File: src/fvc_pkg.sv
// shared types and constants of the frustum volume classifier
`timescale 1ns / 1ps

package fvc_pkg;

    // plane count and configuration port geometry
    localparam int NUM_PLANES = 6;
    localparam int NUM_FIXED_PLANES = 4;
    localparam int CFG_IDX_W = 3;
    localparam int CFG_DATA_W = 64;

    // arithmetic widths
    localparam int COORD_W = 16;
    localparam int RADIUS_W = 15;
    localparam int PROD_W = 32;
    localparam int NORMAL_FRAC = 14;
    localparam int SUM_W = 36;

    // register indexes
    localparam logic [CFG_IDX_W-1:0] REG_PLANE_LEFT = 3'd0;
    localparam logic [CFG_IDX_W-1:0] REG_PLANE_RIGHT = 3'd1;
    localparam logic [CFG_IDX_W-1:0] REG_PLANE_BOTTOM = 3'd2;
    localparam logic [CFG_IDX_W-1:0] REG_PLANE_TOP = 3'd3;
    localparam logic [CFG_IDX_W-1:0] REG_PLANE_NEAR = 3'd4;
    localparam logic [CFG_IDX_W-1:0] REG_PLANE_FAR = 3'd5;
    localparam logic [CFG_IDX_W-1:0] REG_NEAR_EN = 3'd6;
    localparam logic [CFG_IDX_W-1:0] REG_FAR_EN = 3'd7;

    // operation codes
    localparam logic [1:0] OP_BOX = 2'd0;
    localparam logic [1:0] OP_SPHERE = 2'd1;
    localparam logic [1:0] OP_POINT = 2'd2;

    // classification codes
    localparam logic [1:0] CLS_INSIDE = 2'd0;
    localparam logic [1:0] CLS_INTER = 2'd1;
    localparam logic [1:0] CLS_OUTSIDE = 2'd2;

    typedef logic signed [COORD_W-1:0] coord_t;

    // one request on the input channel
    typedef struct packed {
        logic [1:0]          operation;
        coord_t              first_x;
        coord_t              first_y;
        coord_t              first_z;
        coord_t              second_x;
        coord_t              second_y;
        coord_t              second_z;
        logic [RADIUS_W-1:0] radius;
    } fvc_req_t;

    // one result on the result channel
    typedef struct packed {
        logic [1:0] classification;
    } fvc_res_t;

    // data handed from cell to cell
    typedef struct packed {
        coord_t              x0;
        coord_t              y0;
        coord_t              z0;
        coord_t              x1;
        coord_t              y1;
        coord_t              z1;
        logic [RADIUS_W-1:0] radius;
        logic [1:0]          cls;
    } fvc_tok_t;

    // plane write strobes for one cell
    typedef struct packed {
        logic                  plane_we;
        logic                  enable_we;
        logic [CFG_DATA_W-1:0] data;
    } fvc_cfg_t;

endpackage

File: src/fvc_chan_if.sv
// valid/ready channel carrying one payload
`timescale 1ns / 1ps

interface fvc_chan_if #(
    parameter type T = logic
);
    logic valid;
    logic ready;
    T     payload;

    modport source (
        output valid,
        output payload,
        input  ready
    );

    modport sink (
        input  valid,
        input  payload,
        output ready
    );
endinterface

File: src/fvc_cell.sv
// one plane cell: holds a plane, tests the passing volume against it
`timescale 1ns / 1ps

module fvc_cell (
    input  logic             clk,
    input  logic             rst_n,
    input  fvc_pkg::fvc_cfg_t cfg,
    input  logic             fixed_on,
    input  logic             up_valid,
    input  fvc_pkg::fvc_tok_t up_tok,
    output logic             up_ready,
    output logic             dn_valid,
    output fvc_pkg::fvc_tok_t dn_tok,
    input  logic             dn_ready
);
    import fvc_pkg::*;

    logic [CFG_DATA_W-1:0] plane_reg;
    logic                  enable_reg;

    logic                      va_reg;
    fvc_tok_t                  tok_a_reg;
    logic signed [PROD_W-1:0]  hx_reg, hy_reg, hz_reg;
    logic signed [PROD_W-1:0]  lx_reg, ly_reg, lz_reg;

    logic                      vb_reg;
    fvc_tok_t                  tok_b_reg;

    logic en_a, en_b;
    logic signed [COORD_W-1:0] coef_a, coef_b, coef_c, coef_d;
    coord_t hx_sel, lx_sel, hy_sel, ly_sel, hz_sel, lz_sel;
    logic signed [SUM_W-1:0] d_term, r_term, hi_sum, lo_sum;
    fvc_tok_t tok_b_next;

    // plane and enable storage
    always_ff @(posedge clk or negedge rst_n)
    begin
        if (!rst_n)
        begin
            plane_reg  <= '0;
            enable_reg <= 1'b0;
        end
        else
        begin
            if (cfg.plane_we)
            begin
                plane_reg <= cfg.data;
            end
            if (cfg.enable_we)
            begin
                enable_reg <= cfg.data[0];
            end
        end
    end

    assign coef_a = plane_reg[15:0];
    assign coef_b = plane_reg[31:16];
    assign coef_c = plane_reg[47:32];
    assign coef_d = plane_reg[63:48];

    // stall chain: a stage moves when empty or when the next one moves
    assign en_b     = !vb_reg || dn_ready;
    assign en_a     = !va_reg || en_b;
    assign up_ready = en_a;

    // pick the corner coordinate giving the largest and smallest term per axis
    always_comb
    begin
        if (coef_a >= 0)
        begin
            hx_sel = (up_tok.x1 > up_tok.x0) ? up_tok.x1 : up_tok.x0;
            lx_sel = (up_tok.x1 > up_tok.x0) ? up_tok.x0 : up_tok.x1;
        end
        else
        begin
            hx_sel = (up_tok.x1 > up_tok.x0) ? up_tok.x0 : up_tok.x1;
            lx_sel = (up_tok.x1 > up_tok.x0) ? up_tok.x1 : up_tok.x0;
        end
        if (coef_b >= 0)
        begin
            hy_sel = (up_tok.y1 > up_tok.y0) ? up_tok.y1 : up_tok.y0;
            ly_sel = (up_tok.y1 > up_tok.y0) ? up_tok.y0 : up_tok.y1;
        end
        else
        begin
            hy_sel = (up_tok.y1 > up_tok.y0) ? up_tok.y0 : up_tok.y1;
            ly_sel = (up_tok.y1 > up_tok.y0) ? up_tok.y1 : up_tok.y0;
        end
        if (coef_c >= 0)
        begin
            hz_sel = (up_tok.z1 > up_tok.z0) ? up_tok.z1 : up_tok.z0;
            lz_sel = (up_tok.z1 > up_tok.z0) ? up_tok.z0 : up_tok.z1;
        end
        else
        begin
            hz_sel = (up_tok.z1 > up_tok.z0) ? up_tok.z0 : up_tok.z1;
            lz_sel = (up_tok.z1 > up_tok.z0) ? up_tok.z1 : up_tok.z0;
        end
    end

    // stage a: products of the normal with the selected coordinates
    always_ff @(posedge clk or negedge rst_n)
    begin
        if (!rst_n)
        begin
            va_reg <= 1'b0;
        end
        else if (en_a)
        begin
            va_reg <= up_valid;
        end
    end

    always_ff @(posedge clk)
    begin
        if (en_a && up_valid)
        begin
            tok_a_reg <= up_tok;
            hx_reg    <= coef_a * hx_sel;
            lx_reg    <= coef_a * lx_sel;
            hy_reg    <= coef_b * hy_sel;
            ly_reg    <= coef_b * ly_sel;
            hz_reg    <= coef_c * hz_sel;
            lz_reg    <= coef_c * lz_sel;
        end
    end

    // stage b: largest and smallest distance, then update the class
    assign d_term = {{(SUM_W-COORD_W-NORMAL_FRAC){coef_d[COORD_W-1]}}, coef_d,
                     {NORMAL_FRAC{1'b0}}};
    assign r_term = {{(SUM_W-RADIUS_W-NORMAL_FRAC){1'b0}}, tok_a_reg.radius,
                     {NORMAL_FRAC{1'b0}}};
    assign hi_sum = SUM_W'(hx_reg) + SUM_W'(hy_reg) + SUM_W'(hz_reg) + d_term + r_term;
    assign lo_sum = SUM_W'(lx_reg) + SUM_W'(ly_reg) + SUM_W'(lz_reg) + d_term - r_term;

    always_comb
    begin
        tok_b_next = tok_a_reg;
        if ((fixed_on || enable_reg) && (tok_a_reg.cls != CLS_OUTSIDE))
        begin
            if (hi_sum[SUM_W-1])
            begin
                tok_b_next.cls = CLS_OUTSIDE;
            end
            else if (lo_sum[SUM_W-1])
            begin
                tok_b_next.cls = CLS_INTER;
            end
        end
    end

    always_ff @(posedge clk or negedge rst_n)
    begin
        if (!rst_n)
        begin
            vb_reg <= 1'b0;
        end
        else if (en_b)
        begin
            vb_reg <= va_reg;
        end
    end

    always_ff @(posedge clk)
    begin
        if (en_b && va_reg)
        begin
            tok_b_reg <= tok_b_next;
        end
    end

    assign dn_valid = vb_reg;
    assign dn_tok   = tok_b_reg;

endmodule

File: src/frustum_volume_classifier.sv
// top level: configuration decode and the row of plane cells
`timescale 1ns / 1ps

// Frustum volume classifier.
// Requests arrive on the volume channel (valid/ready, accepted when both are
// high): a box (min and max corners), a sphere (center and radius) or a point,
// all Q12.4. Each request yields one classification on the result channel:
// inside, intermediate or outside against the left, right, bottom and top
// planes plus the near and far planes while enabled.
// Planes and enables are written through cfg_we / cfg_index / cfg_data, one
// register per cycle; the user must write them only while no request is in
// flight, which the block itself does not enforce. The datapath is a row of
// six plane cells, two register stages each (multiply, then sum and sign test),
// and one request is accepted every cycle while the result channel is not stalled.
// The last cell's stage is the output register. When the receiver stalls,
// stages hold their data while empty stages upstream keep filling, so the
// volume channel stays ready until the row is full.
// Reset clears all plane and enable registers to zero and empties the row.
module frustum_volume_classifier (
    input  logic                            clk,
    input  logic                            rst_n,
    fvc_chan_if.sink                        volume,
    fvc_chan_if.source                      result,
    input  logic                            cfg_we,
    input  logic [fvc_pkg::CFG_IDX_W-1:0]   cfg_index,
    input  logic [fvc_pkg::CFG_DATA_W-1:0]  cfg_data
);
    import fvc_pkg::*;

    logic     chain_valid [NUM_PLANES+1];
    logic     chain_ready [NUM_PLANES+1];
    fvc_tok_t chain_tok   [NUM_PLANES+1];
    fvc_req_t req;
    fvc_res_t res;

    // shape the request into the cell token
    assign req = volume.payload;

    always_comb
    begin
        chain_tok[0].x0 = req.first_x;
        chain_tok[0].y0 = req.first_y;
        chain_tok[0].z0 = req.first_z;
        chain_tok[0].cls = CLS_INSIDE;
        case (req.operation)
            OP_BOX:
            begin
                chain_tok[0].x1     = req.second_x;
                chain_tok[0].y1     = req.second_y;
                chain_tok[0].z1     = req.second_z;
                chain_tok[0].radius = '0;
            end
            OP_SPHERE:
            begin
                chain_tok[0].x1     = req.first_x;
                chain_tok[0].y1     = req.first_y;
                chain_tok[0].z1     = req.first_z;
                chain_tok[0].radius = req.radius;
            end
            default:
            begin
                // point test, also for the unused code
                chain_tok[0].x1     = req.first_x;
                chain_tok[0].y1     = req.first_y;
                chain_tok[0].z1     = req.first_z;
                chain_tok[0].radius = '0;
            end
        endcase
    end

    assign chain_valid[0] = volume.valid;
    assign volume.ready   = chain_ready[0];

    // row of plane cells
    for (genvar i = 0; i < NUM_PLANES; i++)
    begin : g_cell
        fvc_cfg_t cell_cfg;
        logic     fixed_on;

        assign fixed_on = (i < NUM_FIXED_PLANES);
        assign cell_cfg.plane_we = cfg_we &&
            (cfg_index == (REG_PLANE_LEFT + CFG_IDX_W'(i)));
        assign cell_cfg.data = cfg_data;

        if (i == int'(REG_PLANE_NEAR))
        begin : g_near
            assign cell_cfg.enable_we = cfg_we && (cfg_index == REG_NEAR_EN);
        end
        else if (i == int'(REG_PLANE_FAR))
        begin : g_far
            assign cell_cfg.enable_we = cfg_we && (cfg_index == REG_FAR_EN);
        end
        else
        begin : g_fixed
            assign cell_cfg.enable_we = 1'b0;
        end

        fvc_cell u_cell (
            .clk      (clk),
            .rst_n    (rst_n),
            .cfg      (cell_cfg),
            .fixed_on (fixed_on),
            .up_valid (chain_valid[i]),
            .up_tok   (chain_tok[i]),
            .up_ready (chain_ready[i]),
            .dn_valid (chain_valid[i+1]),
            .dn_tok   (chain_tok[i+1]),
            .dn_ready (chain_ready[i+1])
        );
    end

    // result channel straight from the last cell's register
    assign res.classification     = chain_tok[NUM_PLANES].cls;
    assign result.payload         = res;
    assign result.valid           = chain_valid[NUM_PLANES];
    assign chain_ready[NUM_PLANES] = result.ready;

endmodule
File: src/flat_wrapper.sv
// flat-port wrapper written by rule: the top's interface ports become plain ports
module frustum_volume_classifier_flat import fvc_pkg::*;
  (clk, rst_n, cfg_we, cfg_index, cfg_data, volume_valid, volume_payload, volume_ready, result_valid, result_payload, result_ready);
  fvc_chan_if volume_i ();
  fvc_chan_if result_i ();
  input  logic clk;
  input  logic rst_n;
  input  logic cfg_we;
  input  logic [fvc_pkg::CFG_IDX_W-1:0] cfg_index;
  input  logic [fvc_pkg::CFG_DATA_W-1:0] cfg_data;
  input wire logic [$bits(volume_i.valid)-1:0] volume_valid;
  input wire logic [$bits(volume_i.payload)-1:0] volume_payload;
  output wire logic [$bits(volume_i.ready)-1:0] volume_ready;
  output wire logic [$bits(result_i.valid)-1:0] result_valid;
  output wire logic [$bits(result_i.payload)-1:0] result_payload;
  input wire logic [$bits(result_i.ready)-1:0] result_ready;
  assign volume_i.valid = volume_valid;
  assign volume_i.payload = volume_payload;
  assign volume_ready = volume_i.ready;
  assign result_valid = result_i.valid;
  assign result_payload = result_i.payload;
  assign result_i.ready = result_ready;
  frustum_volume_classifier u_core (.clk(clk), .rst_n(rst_n), .volume(volume_i), .result(result_i), .cfg_we(cfg_we), .cfg_index(cfg_index), .cfg_data(cfg_data));
endmodule
File: config.mk
export PLATFORM = sky130hd
export DESIGN_NAME = frustum_volume_classifier_flat
export DESIGN_NICKNAME = d
export VERILOG_FILES = /design/src/fvc_pkg.sv /design/src/fvc_chan_if.sv /design/src/fvc_cell.sv /design/src/frustum_volume_classifier.sv /design/src/flat_wrapper.sv
export SDC_FILE = /design/constraint.sdc
export NUM_CORES = 1
export LEC_CHECK = 0
export BUFFER_PORTS_ARGS = -buffer_cell sky130_fd_sc_hd__buf_2
export CELL_PAD_IN_SITES_DETAIL_PLACEMENT = 0
export CELL_PAD_IN_SITES_GLOBAL_PLACEMENT = 1
export CORE_MARGIN = 4
export CORE_UTILIZATION = 17
export DETAILED_ROUTE_END_ITERATION = 12
export GPL_TIMING_DRIVEN = 0
export PLACE_DENSITY_LB_ADDON = 0.15
export SETUP_SLACK_MARGIN = 0.15
export SKIP_LAST_GASP = 1
export SYNTH_ARGS = -nofsm -noshare
export SYNTH_HDL_FRONTEND = slang
export SYNTH_SLANG_ARGS = --single-unit
File: constraint.sdc
create_clock -name clk -period 1.4 [get_ports clk]
set_input_delay 0.21 -clock clk [delete_from_list [all_inputs] [get_ports clk]]
set_output_delay 0.21 -clock clk [all_outputs]
set_load 0.02 [all_outputs]
==> flow_summary_export.csv, run 1 <==
group,metric,value,unit
layout,final_cell_mix,"buf_4, dfrtp_1, inv_1, buf_2",
clocking,clockBufferDepth,2,
timing,worst_slack,-13.10,ps
yosys,yosysSeqAreaShare,60.00,%
layout,fillCellCount,301,
floorplan,die_h,62.26,um
yosys,yosysTopAreaCell,"dfrtp_1",
yosys,ys_ff_latch,12,
floorplan,io_pins,76,
timing,clock_skew,10.78,ps
yosys,yosys_warnings,0,
routing,via_per_inst,4.236,
min_path,holdPathStages,2,
timing,clock.fmax,0.7077,GHz
min_path,min_path_type,"input port to flip-flop",
routing,post_drt_wl_per_cell,11.66,um
global_routing,grt_antenna_before_repair,0,
critical_path,start_kind,"flip-flop",
floorplan,floorplan.rows,19,
critical_path,r2r-end,"u_core.g_cell[1].u_cell.dn_valid",
timing,finalSetupViolCount,1,
min_path,hold_path_end,"u_core.g_cell[0].u_cell.va_reg",
timing,grt_setup_unrepaired,"true",
global_routing,use_met1,7.016,%
global_routing,globalRouteMet3Util,3.964,%
global_routing,busiest_layer,"met2",
global_routing,overflow,0,
yosys,synth_area_leaders,"dfrtp_1, a31o_2, a41o_1",
floorplan,die_w,62.26,um
floorplan,start_util,17.99,%
clocking,clkTransAtPathRegs,80,ps
critical_path,crit_type,"flip-flop to output pin",
yosys,synth_edf_count,0,
routing,drt_wl_total,1038,um
outcome,violations,"setup timing",
yosys,syn-cell-area,500.5,sq um
timing,fin_setup_tns,-13.10,ps
yosys,async_flop_share,100.0,%
clocking,cts_sinks,12,
critical_path,rrSetupSlack,200,ps
global_routing,grt_pass1_vias,419,
routing,postRouteAntennaNets,0,
yosys,synth_top_area_share,60.00,%
critical_path,arrival,1200,ps
critical_path,r2r_start,"u_core.g_cell[5].u_cell.va_reg",
routing,drtIter0Drc,1,
layout,utilization,25.01,%
timing,post-route-period-util,100.9,%
yosys,netlist_instances,38,
layout,final_area,695.7,sq um
clocking,htreeDepth,1,
timing,whs,126.6,ps
clocking,numCtsBuffers,3,
outcome,outcome,"complete, but fails checks",
global_routing,grt_max_degree,13,
global_routing,grt_pass1_wl,1876,um
timing,final-hold-violation-count,0,
pwr,leakage,0.3229,nW
layout,n_antenna_cell,0,
timing,fin_crit,1413,ps
layout,fin_nets,132,
routing,drc,0,
yosys,syn_avg_cell_area,13.17,sq um
floorplan,fp.coreArea,2781,sq um
placed_design,place_area,565.5,sq um
layout,instances_no_fill,89,
critical_path,crit_fanout,5,
pwr,power_density,1350,nW/um^2
critical_path,crit_required,1190,ps
routing,vias,377,
global_routing,grt_util_met2,9.715,%
clocking,cts_tree,"done",
critical_path,reg2regPathDepth,4,
routing,drtPass1Iterations,2,
timing,finalMaxSlewViolations,0,
placed_design,io_buffers,5,
run,maxCapViolCount,0,
clocking,clock_latency,270,ps
layout,drive_above_1_share,50.00,%
global_routing,grt_usage,6.096,%
yosys,ys.flop_type,"dfrtp_1",
floorplan,dieArea,3876,sq um
pwr,ir_drop,0.6144,mV
clocking,clockRootBuffer,"clkbuf_4",
layout,syn2layout_area_growth,39.00,%
critical_path,crit_path_end_kind,"output pin",
yosys,syn_nets,111,
placed_design,place_inst,74,
yosys,ys_types,19,
placed_design,gp_congestion,0.5750,
min_path,hold_start,"volume_valid",
==> through the flow <==
stage / worst slack (ps) / total power [W]
after floorplan: 218.3 / 0.0005402
after global placement: 199.1 / 0.0005904
after detailed placement: 215.2 / 0.0005860
after CTS: -57.30 / 0.0009080
after global routing: -123.4 / 0.001002
final: -13.10 / 0.0009388
==> worst max-delay path, cell delays in order (launching register included) <==
cell,delay (ps)
dfrtp_1,410
and4_4,280
nand4_1,90
buf_4,160
==> power by group <==
group | internal (W) | total [W] | switching (W) | leakage [nW]
Clock | 0.000158 | 0.000270 | 0.000112 | 0.0210
Sequential | 0.000394 | 0.000432 | 0.0000381 | 0.131
Combinational | 0.000137 | 0.000237 | 0.000100 | 0.171
Total | 0.000689 | 0.000939 | 0.000250 | 0.323
==> metal layers <==
| layer | routed length, um | vias to the layer above |
|---|---|---|
| li1 | - | 181 |
| met1 | 482 | 191 |
| met2 | 506 | 5 |
| met3 | 49 | 0 |
| met4 | 0 | 0 |
| met5 | 0 | - |
==> worst max path at each step <==
stage,depth (start not counted),from,endpoint,slack (ps)
after CTS,4,u_core.g_cell[5].u_cell.dn_valid,volume_ready,-60
final,3,u_core.g_cell[4].u_cell.va_reg,volume_ready,-10
after floorplan,3,u_core.g_cell[5].u_cell.dn_valid,volume_ready,220
after global placement,3,u_core.g_cell[4].u_cell.va_reg,volume_ready,200
after global routing,4,u_core.g_cell[5].u_cell.va_reg,volume_ready,-120
after detailed placement,4,u_core.g_cell[5].u_cell.va_reg,volume_ready,220
==> what timing repair did <==
action | 4_1_cts | 5_1_grt
buffers inserted | 4 | 6
resized for setup | 3 | 1
setup endpoints to repair | 1 | 6
pin swaps | 1 | 3
hold buffers | 1 | 0
endpoints found under the hold margin | 12 | 0
==> cells by family after synthesis <==
kind of cell	Yosys count	synth area share, %
other cells	1	0.7493
compound gates	11	20.25
simple gates	8	12.25
buf+inv	6	6.750
flops	12	60.00
==> Yosys cell counts, types with 2 or more instances <==
cell type	instances
a21o_2	2
a31o_2	3
a41o_1	2
and4_1	2
dfrtp_1	12
inv_1	4
==> cell type report <==
cell class,instances,area (sq um),share of cell area (%)
inverters,4,15.01,2.158
clock buffers,4,36.28,5.216
repair buffers,16,116.4,16.73
well taps,31,38.79,5.576
multi-input cells,20,168.9,24.28
plain buffers,2,18.77,2.698
flip-flops and latches,12,301.5,43.35
(Power assumes the default switching activity.)
==> inputs of run 2 (changes only) <==
--- a/config.mk
+++ b/config.mk
@@ -13,6 +13,7 @@
 export DETAILED_ROUTE_END_ITERATION = 12
 export GPL_TIMING_DRIVEN = 0
 export PLACE_DENSITY_LB_ADDON = 0.15
+export RECOVER_POWER = 100
 export SETUP_SLACK_MARGIN = 0.15
 export SKIP_LAST_GASP = 1
 export SYNTH_ARGS = -nofsm -noshare
==> flow_summary_export.csv, run 2 (synthesis gave the netlist of run 1 again) <==
group,metric,value,unit
floorplan,dieArea,3876,sq um
global_routing,overflow,0,
floorplan,start_util,17.99,%
critical_path,path_cells,"and4_4 -> nand4_1 -> buf_4",
layout,final_common_cell,"dfrtp_1",
timing,whs,126.6,ps
clocking,cts_sinks,12,
critical_path,r2r-end,"u_core.g_cell[2].u_cell.va_reg",
timing,worst_slack,-13.10,ps
layout,fin_nets,132,
floorplan,floorplan.rows,19,
outcome,violations,"setup timing",
pwr,power_density,1359,nW/um^2
placed_design,io_buffers,5,
pwr,leakage,0.3155,nW
critical_path,arrival,1200,ps
clocking,htreeDepth,1,
floorplan,fp.coreArea,2781,sq um
routing,vias,378,
timing,fin_crit,1413,ps
timing,worst_pin_slew,686.6,ps
floorplan,die_w,62.26,um
clocking,numCtsBuffers,3,
pwr,total_power,0.0009332,W
timing,finalSetupViolCount,1,
timing,final-hold-violation-count,0,
timing,grt_setup_unrepaired,"true",
timing,relSlewSlack,54.23,%
floorplan,die_h,62.26,um
clocking,clockRootBuffer,"clkbuf_4",
placed_design,gp_congestion,0.5750,
min_path,hold_start,"volume_valid",
critical_path,start_kind,"flip-flop",
min_path,hold_path_end,"u_core.g_cell[0].u_cell.va_reg",
global_routing,grt_pass1_vias,419,
timing,clock.fmax,0.7077,GHz
critical_path,reg2regPathDepth,4,
critical_path,critPathMaxStageDelay,410,ps
run,maxCapViolCount,0,
layout,syn2layout_area_growth,37.25,%
pwr,ir_drop,0.6092,mV
floorplan,io_pins,76,
routing,drc,0,
timing,post-route-period-util,100.9,%
critical_path,r2r_start,"u_core.g_cell[5].u_cell.dn_valid",
routing,postRouteAntennaNets,0,
critical_path,crit_fanout,5,
layout,utilization,24.70,%
critical_path,crit_required,1190,ps
timing,finalMaxSlewViolations,0,
critical_path,path_delay_family,"flip-flops",
critical_path,rrSetupSlack,150,ps
outcome,outcome,"complete, but fails checks",
routing,post_drt_wl_per_cell,11.61,um
layout,drive_above_1_share,46.55,%
critical_path,path_buf_inv,1,
global_routing,grt_antenna_before_repair,0,
global_routing,grt_max_degree,13,
layout,n_antenna_cell,0,
routing,via_per_inst,4.247,
clocking,cts_tree,"done",
layout,final_cell_mix,"dfrtp_1, buf_4, inv_1, clkbuf_4",
clocking,clkTransAtPathRegs,80,ps
min_path,holdPathStages,2,
clocking,clock_latency,270,ps
clocking,clockBufferDepth,2,
routing,drtPass1Iterations,2,
global_routing,grt_usage,6.096,%
global_routing,grt_pass1_wl,1876,um
critical_path,critical-path-slowest-cell,"dfrtp_1",
min_path,min_path_type,"input port to flip-flop",
critical_path,crit_path_end_kind,"output pin",
timing,clock_skew,10.78,ps
critical_path,crit_type,"flip-flop to output pin",
routing,drt_wl_total,1033,um
routing,drtIter0Drc,3,
-- run 2: per-stage QoR --
| step | TNS [ps] | cells | instance area, sq um | setup WS (ps) |
|---|---|---|---|---|
| 2_1_floorplan | 0 | 38 | 501.7 | 218.3 |
| 3_3_place_gp | 0 | 74 | 565.5 | 199.1 |
| 3_5_place_dp | 0 | 74 | 565.5 | 215.2 |
| 4_1_cts | -57.30 | 83 | 646.9 | -57.30 |
| 5_1_grt | -123.4 | 89 | 686.9 | -123.4 |
| 6_report | -13.10 | 89 | 686.9 | -13.10 |
-- run 2: cell type report --
type / count / area, sq um
Timing Repair Buffer: 16 / 107.6
Inverter: 4 / 15.01
Buffer: 2 / 18.77
Tap cell: 31 / 38.79
Sequential cell: 12 / 301.5
Fill cell: 301 / 2095
Clock buffer: 4 / 36.28
Multi-Input combinational cell: 20 / 168.9
-- run 2: how the worst max path moves through the flow --
stage | start | end | slack (ps) | cells past startpoint
after CTS | u_core.g_cell[5].u_cell.dn_valid | volume_ready | -60 | 4
final | u_core.g_cell[4].u_cell.va_reg | volume_ready | -10 | 3
after detailed placement | u_core.g_cell[5].u_cell.va_reg | volume_ready | 220 | 4
after global routing | u_core.g_cell[5].u_cell.va_reg | volume_ready | -120 | 4
after floorplan | u_core.g_cell[5].u_cell.dn_valid | volume_ready | 220 | 3
after global placement | u_core.g_cell[4].u_cell.va_reg | volume_ready | 200 | 3
-- run 2: report_power, final --
group / internal [W] / total [W] / switching [W] / leakage [nW]
clock network: 0.000158 / 0.000270 / 0.000112 / 0.0210
registers: 0.000394 / 0.000432 / 0.0000380 / 0.131
logic: 0.000132 / 0.000232 / 0.0000997 / 0.164
total: 0.000684 / 0.000933 / 0.000250 / 0.315
-- run 2: timing repair --
action / CTS / global route
setup buffers: 4 / 6
hold buffers: 1 / 0
pin swaps: 1 / 3
setup endpoints to repair: 1 / 6
gates resized for setup: 3 / 1
hold endpoints to repair: 12 / 0
-- run 2: per-layer routing --
metal,vias to the layer above,track usage (%),part of all wire (%)
met2,5,9.715,49
met1,192,7.016,46
met5,-,0,0
met3,0,3.964,4.7
met4,0,0.7958,0
li1,181,-,-
